<file path="src/hw/rtl/bsdi_pkg.sv">
// ----------------------------------------------------------------------------
// bsdi_pkg: shared types and constants
// Field widths, command codes and the control bundles between the top
// level, the list cells and the bounding box axes.
// ----------------------------------------------------------------------------
package bsdi_pkg;

  localparam int DEPTH_W  = 24;
  localparam int OWNER_W  = 16;
  localparam int COORD_W  = 24;
  localparam int RADIUS_W = 23;
  localparam int RIDX_W   = 4;
  localparam int TOTAL_W  = 5;
  localparam int LIMIT_W  = 5;

  localparam logic [LIMIT_W-1:0] LIMIT_RESET = 5'd16;

  localparam logic signed [COORD_W-1:0] BOX_POS_MAX = 24'sh7FFFFF;
  localparam logic signed [COORD_W-1:0] BOX_NEG_MIN = 24'sh800000;

  typedef enum logic [1:0] {
    CMD_CLEAR  = 2'd0,
    CMD_INSERT = 2'd1,
    CMD_READ   = 2'd2,
    CMD_NOP    = 2'd3
  } cmd_t;

  // Register index decoded from the configuration address.
  typedef enum logic {
    REG_MAX_ENTRIES = 1'b0,
    REG_UNUSED      = 1'b1
  } reg_idx_t;

  typedef struct packed {
    logic insert;       // insert beat accepted this cycle
    logic below_count;  // cell holds a counted entry
    logic below_limit;  // cell lies under the capacity limit
    logic at_tail;      // cell sits right after the last counted entry
  } cell_ctl_t;

  typedef struct packed {
    logic clear;
    logic insert;
  } box_ctl_t;

endpackage

</file>
<file path="src/hw/rtl/bsdi_cell.sv">
// ----------------------------------------------------------------------------
// bsdi_cell: one slot of the sorted depth list
// Holds a depth/owner pair, compares it with the incoming depth and either
// keeps its pair, takes the new pair or takes its upper neighbor's pair.
// ----------------------------------------------------------------------------
module bsdi_cell
  import bsdi_pkg::*;
(
  input  logic               clk,
  input  cell_ctl_t          ctl,
  input  logic [DEPTH_W-1:0] new_depth,
  input  logic [OWNER_W-1:0] new_owner,
  input  logic [DEPTH_W-1:0] prev_depth,
  input  logic [OWNER_W-1:0] prev_owner,
  input  logic               found_in,
  output logic               found_out,
  output logic               took_new,
  output logic [DEPTH_W-1:0] depth_q,
  output logic [OWNER_W-1:0] owner_q
);

  logic [DEPTH_W-1:0] depth_r, depth_nxt;
  logic [OWNER_W-1:0] owner_r, owner_nxt;
  logic               greater;
  logic               take_prev;

  // An earlier cell already holds a larger depth, so this cell shifts down.
  assign greater   = ctl.below_count && (new_depth < depth_r);
  assign found_out = found_in || greater;
  assign take_prev = ctl.insert && ctl.below_limit && found_in;
  assign took_new  = ctl.insert && ctl.below_limit && !found_in && (greater || ctl.at_tail);

  always_comb begin
    depth_nxt = depth_r;
    owner_nxt = owner_r;
    if (take_prev) begin
      depth_nxt = prev_depth;
      owner_nxt = prev_owner;
    end else if (took_new) begin
      depth_nxt = new_depth;
      owner_nxt = new_owner;
    end
  end

  always_ff @(posedge clk) begin
    depth_r <= depth_nxt;
    owner_r <= owner_nxt;
  end

  assign depth_q = depth_r;
  assign owner_q = owner_r;

endmodule

</file>
<file path="config.mk">
export PLATFORM = sky130hd
export DESIGN_NAME = bsdi_cell
export DESIGN_NICKNAME = d
export VERILOG_FILES = /design/src/hw/rtl/bsdi_pkg.sv /design/src/hw/rtl/bsdi_cell.sv
export SDC_FILE = /design/constraint.sdc
export NUM_CORES = 1
export LEC_CHECK = 0
export ABC_AREA = 1
export BUFFER_PORTS_ARGS = -buffer_cell sky130_fd_sc_hd__buf_2
export CORE_MARGIN = 4
export CORE_UTILIZATION = 45
export CTS_CLUSTER_SIZE = 14
export DETAILED_ROUTE_END_ITERATION = 6
export GPL_TIMING_DRIVEN = 0
export HOLD_SLACK_MARGIN = 0.12
export PLACE_DENSITY = 0.93
export SYNTH_ARGS = -nofsm -noshare
export SYNTH_HDL_FRONTEND = slang
export SYNTH_SLANG_ARGS = --single-unit
</file>
<file path="constraint.sdc">
create_clock -name clk -period 2.9 [get_ports clk]
set_input_delay 0.29 -clock clk [delete_from_list [all_inputs] [get_ports clk]]
set_output_delay 0.29 -clock clk [all_outputs]
set_load 0.01 [all_outputs]
</file>
==> flow_metrics.py <==
metrics = {
    "sta": {
        "fin_worst_skew_ns": 0.00482,
        "finalHoldViolCount": 0,
        "holdWs_ns": 0.279,
        "clock.fmax_ghz": 0.440,
        "rsz0062_at_grt": "false",
        "fin_crit_sh_pct": 78.3,
        "tightest_slew_ns": 0.539,
        "slew_viol_final": 0,
        "setup_ws_ns": 0.629,
        "finalSetupViolations": 0,
        "period_needed_ns": 2.27,
        "slew-limit-headroom_pct": 64.1,
    },
    "pwr": {
        "ir_drop_v": 0.000257,
        "totalPowerFinal_mw": 1.37,
        "p_comb_share_pct": 17.7,
        "p_seq_share_pct": 49.9,
        "p_int_mw": 1.05,
        "powerDensity_nw_per_um2": 429,
        "switching_share_pct": 23.6,
        "clkPwrFrac_pct": 32.4,
        "p_sw_mw": 0.324,
        "p_leak_nw": 1.60,
    },
    "clocking": {
        "insertion_delay_ns": 0.29,
        "cts.reportedPaths.clkPinSlew_ns": 0.08,
        "cts_tree": "built",
        "cts_buffer_depth": 2,
        "cts.sinks": 40,
        "cts_buffers": 5,
        "postCtsSetupBuffers": 0,
        "cts_root_buffer": "clkbuf_8",
        "htree_levels": 2,
    },
    "cells_and_area": {
        "area_growth_pct": 35.5,
        "antennaDiodeCount": 0,
        "instances_no_fill": 410,
        "design_area_sq_um": 3200,
        "multi_input_area_sq_um": 1010,
        "nNetsFinal": 448,
        "regArea_sq_um": 1200,
        "drive_gt1_share_pct": 43.8,
        "fill_cells": 439,
    },
    "worst_setup_path": {
        "required_ns": 2.61,
        "critPathKind": "reg -> out",
        "reg2reg_depth": 13,
        "critPathArrivalTime_ns": 1.98,
        "endpoint_kind": "output pin",
        "reg2reg_slack_ns": 0.69,
        "cp_max_fo": 3,
        "critPathLaunchType": "flop",
    },
    "synth": {
        "synth_nets": 314,
        "synth_area_leaders": "edfxtp_1 (51%), mux2_1 (19%), ha_1 (12%)",
        "synth_edf_count": 40,
        "synth.most_common_cell": "edfxtp_1",
        "yosysWarnings": 0,
        "ys.flop_type": "edfxtp_1",
        "yosysSeqAreaShare_pct": 50.8,
        "synth_top_area_cell": "edfxtp_1",
        "synthTopCellsByCount": "edfxtp_1 (40), mux2_1 (39), nand2_1 (36)",
        "synth_top_cell_area_share_pct": 50.8,
        "synth_area_sq_um": 2360,
        "ys_types": 17,
        "avgSynthCellArea_sq_um": 11.5,
        "syn_inst": 205,
        "synthArstFlopShare_pct": 0,
        "ys_ff_latch": 40,
    },
    "placement": {
        "gp_congestion": 0.695,
        "io_buffers": 127,
        "place_hpwl_microns": 4660,
        "dp_slack_ns": 0.291,
        "placed_cells": 402,
        "placedInstanceArea_sq_um": 3090,
    },
    "routing": {
        "drcViolationCount": 0,
        "ant_nets": 0,
        "num_vias": 1921,
        "dr.pass1.iters": 4,
        "drtIter0Drc": 36,
        "drt_wl_total_microns": 5620,
        "wl_per_cell_microns": 13.7,
        "vias_per_cell": 4.69,
    },
    "grt": {
        "grt_max_degree": 41,
        "grt_pass1_vias": 1997,
        "grt_pass1_wl_microns": 8510,
        "grt-ovfl-total": 0,
        "grt_usage_pct": 17.2,
        "antenna_found_initial": 0,
    },
    "die": {
        "core_area_sq_um": 5110,
        "start_util_pct": 46.3,
        "ios": 128,
        "die_area_sq_um": 6480,
        "die_h_microns": 80.5,
        "die_w_microns": 80.5,
        "row_count": 26,
    },
    "run_status": {
        "status": "completed",
    },
    "run": {
        "cap_viol_max_count": 0,
    },
    "hold_path": {
        "hold_class": "in -> reg",
        "whs_path_depth": 2,
    },
}
## flip-flops by register name, indices dropped and copies added, names as in the netlist
| signal | flops |
|---|---|
| owner_q | 16 |
| depth_q | 24 |
## stage by stage
| step | utilization, % | setup TNS (ns) |
|---|---|---|
| after floorplan | - | 0 |
| after global placement | 60.4 | -8.18 |
| after detailed placement | 60.5 | 0 |
| after CTS | 62.6 | 0 |
| after global routing | 62.7 | 0 |
| final | 62.7 | 0 |
## logic make-up after synthesis
kind of cell | synth area share (%)
AO/OA/AOI/OAI | 1.48
adder cells (fa/ha/maj) | 12.2
buffers and inverters | 6.67
flip-flops | 50.8
multiplexers | 18.6
AND/OR/NAND/NOR | 10.3
## cell type report
class	instances	share of cell area [%]
Multi-Input combinational cell	126	31.6
Sequential cell	40	37.5
Tap cell	70	2.74
Clock buffer	6	2.27
Timing Repair Buffer	127	19.9
Inverter	35	4.10
Clock inverter	2	1.09
Buffer	4	0.821
## timing repair
action                     CTS  global route
setup endpoints to repair    0            36
gates resized for setup      0             1
hold buffers                 0             0
## critical path: stages (launching register included)
cell and delay (ns):
edfxtp_1 0.35, inv_1 0.04, ha_1 0.28, nand2_1 0.10, nor2_2 0.17, nand2_1 0.09, nor2_1 0.09, nand2_1 0.05
nand2_1 0.05, nor2_1 0.03, nand2_1 0.07, nand2_1 0.05, nand2_1 0.13, inv_1 0.05, buf_2 0.13
## cells in the final DEF, fill, tap and decap left out
| cell type | instances |
|---|---|
| buf_2 | 130 |
| edfxtp_1 | 40 |
| mux2_1 | 39 |
| nand2_1 | 35 |
| inv_1 | 29 |
| ha_1 | 23 |
| nor2_1 | 8 |
| a21oi_1 | 7 |
| inv_2 | 6 |
| nand3_1 | 5 |
| clkbuf_8 | 5 |
| nor3_1 | 2 |
| nand2_2 | 2 |
| nand3_2 | 1 |
| buf_6 | 1 |
| nand4_1 | 1 |
| nor2_2 | 1 |
| nand3b_1 | 1 |
| nand2_4 | 1 |
| bufinv_16 | 1 |
| clkbuf_1 | 1 |
| clkinv_2 | 1 |
## path summary, 6_finish.rpt
kind / end / from
setup / recovery: took_new / depth_q[23]
hold / removal: owner_q[1] / prev_owner[1]
setup reg to reg: owner_q[4] / depth_q[23]
hold reg to reg: depth_q[2] / depth_q[7]
## power by group through the flow
stage	Clock [mW]	Sequential (mW)	Combinational, mW
final	0.445	0.685	0.243
after global routing	0.484	0.688	0.275
after CTS	0.458	0.686	0.246
after detailed placement	0	0.699	0.245
after global placement	0	0.699	0.232
after floorplan	0	0.714	0.112
## routing by layer
layer,vias up,GRT usage (%),share of wire [%]
met5,-,0,0
met4,0,4.39,1.0
met3,8,6.50,9.7
met2,77,33.8,55
met1,870,16.5,34
li1,966,-,-
Power figures use the tool's default switching activity.
