===== config.mk =====
export PLATFORM = sky130hd
export DESIGN_NAME = bsdi_box_axis
export DESIGN_NICKNAME = d
export VERILOG_FILES = /design/src/hw/rtl/bsdi_pkg.sv /design/src/hw/rtl/bsdi_box_axis.sv
export SDC_FILE = /design/constraint.sdc
export NUM_CORES = 1
export LEC_CHECK = 0
export BUFFER_PORTS_ARGS = -buffer_cell sky130_fd_sc_hd__buf_2
export CAP_MARGIN = 25
export CORE_UTILIZATION = 45
export CTS_CLUSTER_DIAMETER = 60
export DETAILED_ROUTE_END_ITERATION = 8
export GPL_TIMING_DRIVEN = 1
export HOLD_SLACK_MARGIN = 0.06
export PLACE_DENSITY = 0.66
export SYNTH_ARGS = -nofsm -noshare
export SYNTH_HDL_FRONTEND = slang
export SYNTH_SLANG_ARGS = --single-unit

===== constraint.sdc =====
create_clock -name clk -period 6.8 [get_ports clk]
set_input_delay 0 -clock clk [delete_from_list [all_inputs] [get_ports clk]]
set_output_delay 0 -clock clk [all_outputs]
set_load 0.01 [all_outputs]

===== src/hw/rtl/bsdi_pkg.sv =====
// ----------------------------------------------------------------------------
// bsdi_pkg: shared types and constants
// Field widths, command codes and the control bundles between the top
// level, the list cells and the bounding box axes.
// ----------------------------------------------------------------------------
package bsdi_pkg;

  localparam int DEPTH_W  = 24;
  localparam int OWNER_W  = 16;
  localparam int COORD_W  = 24;
  localparam int RADIUS_W = 23;
  localparam int RIDX_W   = 4;
  localparam int TOTAL_W  = 5;
  localparam int LIMIT_W  = 5;

  localparam logic [LIMIT_W-1:0] LIMIT_RESET = 5'd16;

  localparam logic signed [COORD_W-1:0] BOX_POS_MAX = 24'sh7FFFFF;
  localparam logic signed [COORD_W-1:0] BOX_NEG_MIN = 24'sh800000;

  typedef enum logic [1:0] {
    CMD_CLEAR  = 2'd0,
    CMD_INSERT = 2'd1,
    CMD_READ   = 2'd2,
    CMD_NOP    = 2'd3
  } cmd_t;

  // Register index decoded from the configuration address.
  typedef enum logic {
    REG_MAX_ENTRIES = 1'b0,
    REG_UNUSED      = 1'b1
  } reg_idx_t;

  typedef struct packed {
    logic insert;       // insert beat accepted this cycle
    logic below_count;  // cell holds a counted entry
    logic below_limit;  // cell lies under the capacity limit
    logic at_tail;      // cell sits right after the last counted entry
  } cell_ctl_t;

  typedef struct packed {
    logic clear;
    logic insert;
  } box_ctl_t;

endpackage


===== src/hw/rtl/bsdi_box_axis.sv =====
// ----------------------------------------------------------------------------
// bsdi_box_axis: one axis of the running bounding box
// Widens the low and high bounds by centre minus and plus radius, with the
// bounds saturated to the signed 24-bit range.
// ----------------------------------------------------------------------------
module bsdi_box_axis
  import bsdi_pkg::*;
(
  input  logic                      clk,
  input  logic                      rst_n,
  input  box_ctl_t                  ctl,
  input  logic signed [COORD_W-1:0] centre,
  input  logic [RADIUS_W-1:0]       radius,
  output logic signed [COORD_W-1:0] low_q,
  output logic signed [COORD_W-1:0] high_q
);

  localparam int SUM_W = COORD_W + 2;

  logic signed [COORD_W-1:0] low_r, low_nxt;
  logic signed [COORD_W-1:0] high_r, high_nxt;
  logic signed [SUM_W-1:0]   c_ext;
  logic signed [SUM_W-1:0]   r_ext;
  logic signed [SUM_W-1:0]   lo_sum;
  logic signed [SUM_W-1:0]   hi_sum;
  logic signed [COORD_W-1:0] lo_sat;
  logic signed [COORD_W-1:0] hi_sat;

  assign c_ext  = SUM_W'(centre);
  assign r_ext  = $signed({{(SUM_W-RADIUS_W){1'b0}}, radius});
  assign lo_sum = c_ext - r_ext;
  assign hi_sum = c_ext + r_ext;

  // The lower bound can only fall below the range, the upper only rise above.
  assign lo_sat = (lo_sum < SUM_W'(BOX_NEG_MIN)) ? BOX_NEG_MIN : COORD_W'(lo_sum);
  assign hi_sat = (hi_sum > SUM_W'(BOX_POS_MAX)) ? BOX_POS_MAX : COORD_W'(hi_sum);

  always_comb begin
    low_nxt  = low_r;
    high_nxt = high_r;
    if (ctl.clear) begin
      low_nxt  = BOX_POS_MAX;
      high_nxt = BOX_NEG_MIN;
    end else if (ctl.insert) begin
      if (lo_sat < low_r) begin
        low_nxt = lo_sat;
      end
      if (hi_sat > high_r) begin
        high_nxt = hi_sat;
      end
    end
  end

  always_ff @(posedge clk) begin
    if (!rst_n) begin
      low_r  <= BOX_POS_MAX;
      high_r <= BOX_NEG_MIN;
    end else begin
      low_r  <= low_nxt;
      high_r <= high_nxt;
    end
  end

  assign low_q  = low_r;
  assign high_q = high_r;

endmodule


==> impl_metrics.json, run 1 <==
{
  "status": "completed",
  "num_antenna_cells": 0,
  "cts_root_buf": "clkbuf_16",
  "via_per_inst": 5.30,
  "synth_seq_area_share": 0.171,
  "drt_iter0_drc": 300,
  "synth_enable_flop_cells": 0,
  "numClockSinks": 48,
  "htreeDepth": 2,
  "setup_tns_ps": 0,
  "hp-class": "in2reg",
  "criticalPathCategory": "in2reg",
  "finalHoldViolCount": 0,
  "grt_max_degree": 49,
  "cts_buffers": 5,
  "p_sw_frac": 0.407,
  "p_total_w": 0.00116,
  "die_area_sq_um": 12900,
  "synth.cell_area_sq_um": 5620,
  "fin_area_sq_um": 6330,
  "clkSlewWorstSetupHoldPaths_ps": 70,
  "grt_pass1_vias": 4900,
  "wirelength_microns": 14000,
  "synth_ff_type": "dfxtp_1",
  "post-synth-top-count-cell": "inv_1",
  "cts_setup_buffers": 0,
  "clockBufferDepth": 2,
  "p_leak_nw": 3.26,
  "comb_power_share": 0.502,
  "p_switching_w": 0.000473,
  "synth_top_area_cell": "ha_1",
  "pwr-share-clk": 0.219,
  "setup_ws_ps": 1710,
  "tritoncts": "built",
  "std_cell_rows": 40,
  "slew_violations": 0,
  "antenna_found_initial": 0,
  "p_seq_frac": 0.279,
  "start_util": 0.464,
  "grt_overflow_total": 0,
  "drcViolationCount": 0,
  "synth_area_leaders": "ha_1 (21%), dfxtp_1 (17%), inv_1 (7.4%), a21oi_1 (5.8%), nand2_1 (4.9%)",
  "rsz0062_at_grt": "no",
  "gp_congestion": 0.927,
  "relSlewSlack": 0.394,
  "final_nets": 991,
  "placed_area_sq_um": 6170,
  "cap_violations": 0,
  "internal-power_w": 0.000689,
  "required_ps": 6960,
  "syn_area_per_cell_sq_um": 7.23,
  "ys_ff_latch": 48,
  "layout_min_cycle_time_ps": 5090,
  "synthCells": 778,
  "cp_max_fo": 47,
  "syn_to_final_growth_pct": 12.6,
  "routedWlPerCell_microns": 13.8,
  "cts_hold_buf": 0,
  "ir_worst_vdd_mv": 0.0819,
  "grt_pass1_wl_microns": 23200,
  "drive_gt1_frac": 0.143,
  "syn_nets": 924,
  "hpwlAfterDp_microns": 11200,
  "dpl_worst_slack_ps": 1150,
  "die_w_microns": 114,
  "grt_usage": 0.222,
  "num-fill-cells": 1300,
  "clk_latency_ps": 290,
  "ys_warn_count": 0,
  "arrival_ps": 5260,
  "fmax_ghz": 0.196,
  "async_flop_share": 0,
  "firstDrtPassIters": 5,
  "end_kind": "flop",
  "io_pins": 99,
  "finClkSkew_ps": 3.05,
  "synth.top_cells.by_count": "inv_1 (111), ha_1 (93), nand2_1 (74)",
  "powerDensity_nw_per_um2": 183,
  "synth_top_area_frac": 0.207,
  "coreArea_sq_um": 12100,
  "antenna_left": 0,
  "regArea_sq_um": 961,
  "fp.dieH_microns": 114,
  "worst_pin_slew_ps": 910,
  "post-route-period-util": 0.749,
  "synthDistinctLibCells": 63,
  "hold_ws_ps": 151,
  "vias": 5372,
  "startpoint_type": "primary input",
  "port_buffers": 98,
  "multi_input_area_sq_um": 4050,
  "setup_violations": 0,
  "post_cts_resized": 0
}
==> power by group through the flow <==
stage / clock (W) / combinational (W) / sequential (W)
4_1_cts: 0.000260 / 0.000584 / 0.000324
6_report: 0.000254 / 0.000583 / 0.000324
3_3_place_gp: 0 / 0.000577 / 0.000330
2_1_floorplan: 0 / 0.000430 / 0.000339
3_5_place_dp: 0 / 0.000580 / 0.000330
5_1_grt: 0.000271 / 0.000668 / 0.000327
==> final cells by class <==
| cell class | instances | area share |
|---|---|---|
| clock buffers | 8 | 0.0231 |
| inverters | 112 | 0.0664 |
| multi-input cells | 576 | 0.639 |
| flip-flops and latches | 48 | 0.152 |
| well taps | 168 | 0.0332 |
| repair buffers | 102 | 0.0861 |
==> critical path: stages <==
cell	delay [ps]
buf_2	110
inv_1	50
ha_1	170
inv_1	60
fa_1	430
a211oi_2	260
o31ai_1	150
o21ba_1	230
a311o_1	410
a31o_1	290
o31a_1	490
nand2_1	180
inv_1	50
ha_1	280
a21o_1	180
a21o_1	170
a211o_1	300
a21o_1	170
a211o_1	240
nor3b_1	350
a211oi_4	100
buf_4	280
a21oi_1	200
o21ai_0	110
==> state kept, by name (all words and copies together), names as in the netlist <==
| register | count |
|---|---|
| high_q | 24 |
| low_q | 24 |
==> cell usage in the layout (no fill, tap or decap), drive strengths merged, types with 10 or more instances in the layout <==
master / instances
a21o: 16
a21oi: 66
a31oi: 29
buf: 102
dfxtp: 48
ha: 93
inv: 111
nand2: 74
nand2b: 13
nand4: 10
nor2: 46
nor2b: 10
o21ai: 68
xnor2: 27
==> routing by layer <==
metal  up-vias  routed length (microns)  GRT usage
met5         -                        0          0
met4         0                      213     0.0649
met3        15                      747     0.0255
met2       154                     6310      0.368
met1      2393                     6760      0.304
li1       2810                        -          -
==> metrics by stage <==
stage | util | cells
6_report | 0.523 | 1014
4_1_cts | 0.521 | 1013
2_1_floorplan | - | 778
3_5_place_dp | 0.509 | 1005
5_1_grt | 0.523 | 1014
3_3_place_gp | 0.509 | 1005
==> path summary, 6_finish.rpt <==
path | start | endpoint | slack [ps] | cells after the start
worst min register to register | low_q[13] | low_q[13] | 500 | 2
worst min-delay path | radius[0] | high_q[0] | 150 | 3
worst max-delay path | centre[0] | low_q[11] | 1710 | 24
worst max register to register | low_q[5] | low_q[11] | 3860 | 12
==> kinds of logic (layout without fill, tap and decap cells) <==
group,after synthesis,in the layout,share of synthesized area
fa+ha+maj,95,95,0.214
xor+xnor,36,36,0.0561
flops,48,48,0.171
compound gates,246,246,0.276
simple gates,195,195,0.162
mux,4,4,0.00712
buf+inv,154,222,0.113
(Power assumes the default switching activity.)
==> inputs of run 2 (changes only) <==
==> constraint.sdc (replaced) <==
create_clock -name clk -period 5 [get_ports clk]
set_input_delay 0 -clock clk [delete_from_list [all_inputs] [get_ports clk]]
set_output_delay 0 -clock clk [all_outputs]
set_load 0.01 [all_outputs]
==> run 2 against run 1 <==
  * Non-clock buffer count increased by 10
  * Sequential cell count unchanged
  * Sequential share of layout area is 0.20 points lower
  * Final area increased by 1.4%
  * Register-to-register slack lost 1600 ps
  * Largest power group unchanged
  * Critical path depth grew 1
  * Setup slack got worse by 1300 ps
  * Worst hold slack improved by 3.7 ps
  * Combinational power rose by 38%
  * Critical endpoint is now low_q[20]
  * Critical path type unchanged
  * Sequential power increased by 36%
  * Die area stayed put
==> impl_metrics.json, run 2 (synthesized netlist as in run 1, its figures left out) <==
{
  "status": "completed",
  "std_cell_rows": 40,
  "tritoncts": "built",
  "slowest_stage": "fa_1",
  "clockBufferDepth": 2,
  "setup_tns_ps": 0,
  "rr_endpoint": "low_q[20]",
  "arrival_ps": 4750,
  "placed_area_sq_um": 6250,
  "via_per_inst": 5.26,
  "cap_violations": 0,
  "num_antenna_cells": 0,
  "drcViolationCount": 0,
  "wirelength_microns": 13900,
  "die_area_sq_um": 12900,
  "htreeDepth": 2,
  "antenna_left": 0,
  "numClockSinks": 48,
  "multi_input_area_sq_um": 4070,
  "rsz0062_at_grt": "no",
  "ir_worst_vdd_mv": 0.154,
  "relSlewSlack": 0.377,
  "grtUsageMet2": 0.348,
  "gp_congestion": 0.895,
  "final_common_cell": "inv_1",
  "dp.cells": 1016,
  "cp_max_fo": 25,
  "internal-power_w": 0.000946,
  "post-route-period-util": 0.916,
  "p_seq_frac": 0.277,
  "coreArea_sq_um": 12100,
  "slew_violations": 0,
  "powerDensity_nw_per_um2": 247,
  "worst_pin_slew_ps": 935,
  "finClkSkew_ps": 3.07,
  "io_pins": 99,
  "grt.busiest_layer": "met2",
  "fin_area_sq_um": 6420,
  "p_leak_nw": 3.32,
  "cts_buffers": 5,
  "finalHoldViolCount": 0,
  "grt_util_met3": 0.0191,
  "port_buffers": 98,
  "comb_power_share": 0.507,
  "grt.met1_usage": 0.302,
  "setup_violations": 0,
  "grt_pass1_wl_microns": 22300,
  "grt_overflow_total": 0,
  "criticalPathCategory": "in2reg",
  "grt_max_degree": 37,
  "vias": 5391,
  "end_kind": "flop",
  "fp.dieH_microns": 114,
  "grt_usage": 0.212,
  "startpoint_type": "primary input",
  "syn_to_final_growth_pct": 14.2,
  "num-fill-cells": 1282,
  "hp-class": "in2reg",
  "drive_gt1_frac": 0.158,
  "r2r_cells": 12,
  "slowest_delay_ps": 420,
  "worstReg2RegStart": "low_q[5]",
  "routedWlPerCell_microns": 13.5,
  "layout_min_cycle_time_ps": 4580,
  "firstDrtPassIters": 5,
  "clk_latency_ps": 290,
  "critPathLaunch": "centre[0]",
  "p_switching_w": 0.000641,
  "required_ps": 5170,
  "final_cell_mix": "inv_1 (111), buf_2 (98), ha_1 (93)",
  "start_util": 0.464,
  "final_nets": 1001,
  "p_sw_frac": 0.404,
  "fmax_ghz": 0.218,
  "cts_root_buf": "clkbuf_16",
  "r2r_slack_ps": 2260,
  "antenna_found_initial": 0,
  "pwr-share-clk": 0.216,
  "regArea_sq_um": 961,
  "finalNonFillerCells": 1024,
  "hpwlAfterDp_microns": 11300,
  "die_w_microns": 114,
  "endpoint": "low_q[20]",
  "clkSlewWorstSetupHoldPaths_ps": 60,
  "drt_iter0_drc": 308,
  "grt_pass1_vias": 4650,
  "crit_top_cell": "inv_1"
}
run 2: cell types whose count changed in the layout (fill, tap and decap cells not counted):
cell,previous run,this run
buf_4,2,13
a221oi_2,0,1
o41ai_2,0,1
nor3b_2,0,2
nor3b_1,2,0
buf_12,2,1
o41ai_1,3,2
a221oi_1,2,1
run 2: worst min path at each step:
stage              start        end  slack, ps  cells past startpoint
6_report          ctl[1]   low_q[2]        160                      4
4_1_cts           ctl[1]   low_q[2]        160                      4
3_5_place_dp   low_q[22]  low_q[22]        420                      1
3_3_place_gp   low_q[23]  low_q[23]        410                      1
5_1_grt           ctl[1]   low_q[2]        180                      4
2_1_floorplan      rst_n   low_q[9]        230                      3
run 2: through the flow:
step	power, W	hold slack, ps	setup WS [ps]	utilization
3_5_place_dp	0.00125	416	20.1	0.516
2_1_floorplan	0.00105	228	447	-
4_1_cts	0.00160	162	314	0.528
3_3_place_gp	0.00125	414	87.3	0.516
6_report	0.00159	155	421	0.530
5_1_grt	0.00172	178	18.4	0.530
run 2: layer usage:
layer | up-vias | routed length [microns] | part of all wire
met5 | - | 0 | 0
met4 | 0 | 116 | 0.0084
met3 | 9 | 602 | 0.043
met2 | 122 | 6270 | 0.45
met1 | 2438 | 6860 | 0.49
li1 | 2822 | - | -
run 2: critical path: cells and delay by family:
kind | cells | cell delay [ps]
AOI/OAI and AO/OA | 14 | 2930
adders and majority gates | 3 | 850
buffers and inverters | 6 | 690
and+or+nand+nor | 2 | 250
run 2: repair_timing:
action / in CTS / in global routing
hold buffers: 0 / 0
gates resized for setup: 0 / 4
endpoints found under the setup margin: 0 / 43
buffers inserted: 0 / 0
run 2: area by class of cell:
cell class,count,share of cell area
flip-flops and latches,48,0.150
inverters,112,0.0655
multi-input cells,576,0.635
clock buffers,8,0.0228
well taps,168,0.0327
repair buffers,112,0.0947
run 2: power groups by stage:
stage	Clock (W)	Sequential, W	Combinational (W)
2_1_floorplan	0	0.000461	0.000584
3_3_place_gp	0	0.000449	0.000797
3_5_place_dp	0	0.000449	0.000801
4_1_cts	0.000351	0.000440	0.000806
5_1_grt	0.000365	0.000444	0.000916
6_report	0.000343	0.000440	0.000804
==> inputs of run 3 (changes only) <==
--- a/config.mk
+++ b/config.mk
@@ -7,12 +7,12 @@
 export LEC_CHECK = 0
 export BUFFER_PORTS_ARGS = -buffer_cell sky130_fd_sc_hd__buf_2
 export CAP_MARGIN = 25
-export CORE_UTILIZATION = 45
+export CORE_UTILIZATION = 58
 export CTS_CLUSTER_DIAMETER = 60
 export DETAILED_ROUTE_END_ITERATION = 8
 export GPL_TIMING_DRIVEN = 1
 export HOLD_SLACK_MARGIN = 0.06
-export PLACE_DENSITY = 0.66
+export PLACE_DENSITY = 0.82
 export SYNTH_ARGS = -nofsm -noshare
 export SYNTH_HDL_FRONTEND = slang
 export SYNTH_SLANG_ARGS = --single-unit
==> run 3 against run 2 <==
  * Global-route usage up 7.6 points
  * Critical path depth down 1
  * Sequential cell count unchanged
  * Via count up 5.2%
  * Combinational power up 2.9%
==> impl_metrics.json, run 3 (synthesized netlist as in run 1, its figures left out) <==
{
  "r2r_slack_ps": 2160,
  "slew_violations": 0,
  "num-fill-cells": 811,
  "status": "completed",
  "slowest_delay_ps": 400,
  "end_kind": "flop",
  "final_nets": 1004,
  "post-route-period-util": 0.935,
  "hold_ws_ps": 137,
  "setup_violations": 0,
  "slowest_stage": "fa_1",
  "cap_violations": 0,
  "gp_congestion": 0.964,
  "criticalPathCategory": "in2reg",
  "dp.cells": 980,
  "antenna_found_initial": 0,
  "wirelength_microns": 14200,
  "worstHoldStart": "radius[0]",
  "fmax_ghz": 0.214,
  "grt_usage": 0.288,
  "rr_endpoint": "low_q[12]",
  "drcViolationCount": 0,
  "clockBufferDepth": 2,
  "clk_latency_ps": 310,
  "hpwlAfterDp_microns": 11600,
  "num_antenna_cells": 0,
  "setup_ws_ps": 324,
  "cts_hold_buf": 0,
  "start_util": 0.603,
  "relSlewSlack": 0.427,
  "drt_iter0_drc": 312,
  "port_buffers": 98,
  "worstReg2RegStart": "low_q[5]",
  "worst_pin_slew_ps": 859,
  "powerDensity_nw_per_um2": 240,
  "htreeDepth": 2,
  "drive_gt1_frac": 0.163,
  "hp-class": "in2reg",
  "clkSlewWorstSetupHoldPaths_ps": 90,
  "finalHoldViolCount": 0,
  "via_per_inst": 5.75,
  "cts_setup_buffers": 0,
  "die_w_microns": 100,
  "grt_overflow_total": 0,
  "die_area_sq_um": 10100,
  "finClkSkew_ps": 7.63,
  "final_common_cell": "inv_1",
  "startpoint_type": "primary input",
  "arrival_ps": 4860,
  "grt_pass1_vias": 5429,
  "dpl_worst_slack_ps": -68.0,
  "tritoncts": "built",
  "cts_root_buf": "clkbuf_8",
  "min_delay_worst_endpoint": "high_q[0]",
  "r2r_cells": 12,
  "syn_to_final_growth_pct": 13.0,
  "hold_depth": 3,
  "vias": 5674,
  "routedWlPerCell_microns": 14.4,
  "numClockSinks": 48,
  "coreArea_sq_um": 9330,
  "grt_pass1_wl_microns": 23600,
  "final_cell_mix": "inv_1 (111), buf_2 (98), ha_1 (93)",
  "p_leak_nw": 3.32,
  "finalNonFillerCells": 987,
  "rsz0062_at_grt": "no",
  "antenna_left": 0,
  "std_cell_rows": 35,
  "firstDrtPassIters": 5,
  "ir_worst_vdd_mv": 0.126,
  "final_util": 0.681,
  "layout_min_cycle_time_ps": 4680,
  "io_pins": 99,
  "required_ps": 5180,
  "cp_max_fo": 27,
  "cts_buffers": 5,
  "fp.dieH_microns": 100,
  "grt_max_degree": 39,
  "cp_cell_sequence": "buf_2 > inv_1 > ha_1 > inv_1 > fa_1 > a211oi_2 > o31ai_1 > o21ba_1 > a311o_1 > a31o_1 > o31a_2 > nand2_1 > inv_1 > ha_1 > a21o_1 > a21o_1 > a211o_1 > a21o_1 > a211o_1 > nor3b_2 > a211oi_4 > buf_12 > a21oi_1 > o21ai_0"
}
==> run 3: worst max-delay path: cells and delay by family <==
kind | cells | cell delay (ps)
AOI/OAI and AO/OA | 14 | 3150
adders and majority gates | 3 | 850
and+or+nand+nor | 2 | 370
buffers and inverters | 5 | 470
==> run 3: repair_timing <==
| item | in CTS | in global routing |
|---|---|---|
| hold endpoints to repair | 0 | 0 |
| resized for setup | 0 | 5 |
| setup endpoints to repair | 0 | 19 |
==> run 3: per-layer routing <==
| metal | part of all wire | GRT usage | wire length, microns | up-vias |
|---|---|---|---|---|
| li1 | - | - | - | 2838 |
| met1 | 0.45 | 0.353 | 6360 | 2617 |
| met2 | 0.47 | 0.513 | 6690 | 188 |
| met3 | 0.055 | 0.0347 | 781 | 31 |
| met4 | 0.028 | 0.114 | 393 | 0 |
| met5 | 0 | 0 | 0 | - |
==> run 3: worst max path at each step <==
stage                          from        end  slack [ps]  cells after the start
after floorplan           centre[0]  low_q[20]         450                     25
after global placement    centre[0]  low_q[20]         110                     24
after detailed placement  centre[0]  low_q[12]         -70                     24
after CTS                 centre[0]  low_q[12]         230                     24
after global routing      radius[2]  high_q[5]          20                     22
final                     centre[0]  low_q[12]         320                     24
==> run 3: through the flow <==
| stage | cell area [sq um] | setup TNS [ps] | power [W] |
|---|---|---|---|
| 2_1_floorplan | 5620 | 0 | 0.00105 |
| 3_3_place_gp | 6230 | 0 | 0.00124 |
| 3_5_place_dp | 6230 | -385 | 0.00126 |
| 4_1_cts | 6330 | 0 | 0.00153 |
| 5_1_grt | 6350 | 0 | 0.00166 |
| 6_report | 6350 | 0 | 0.00153 |
==> run 3: layout make-up <==
type,count,area (sq um),share of cell area
clock buffer,7,96.3,0.0152
inverter,112,420,0.0662
multi-input combinational,576,4070,0.641
sequential,48,961,0.151
tap,129,161,0.0254
timing repair buffer,115,643,0.101
==> run 3: report_power, final <==
part / total (W) / internal [W] / switching [W]
registers: 0.000439 / 0.000416 / 0.0000236
logic: 0.000827 / 0.000341 / 0.000487
clock network: 0.000259 / 0.000124 / 0.000135
total: 0.00153 / 0.000880 / 0.000646
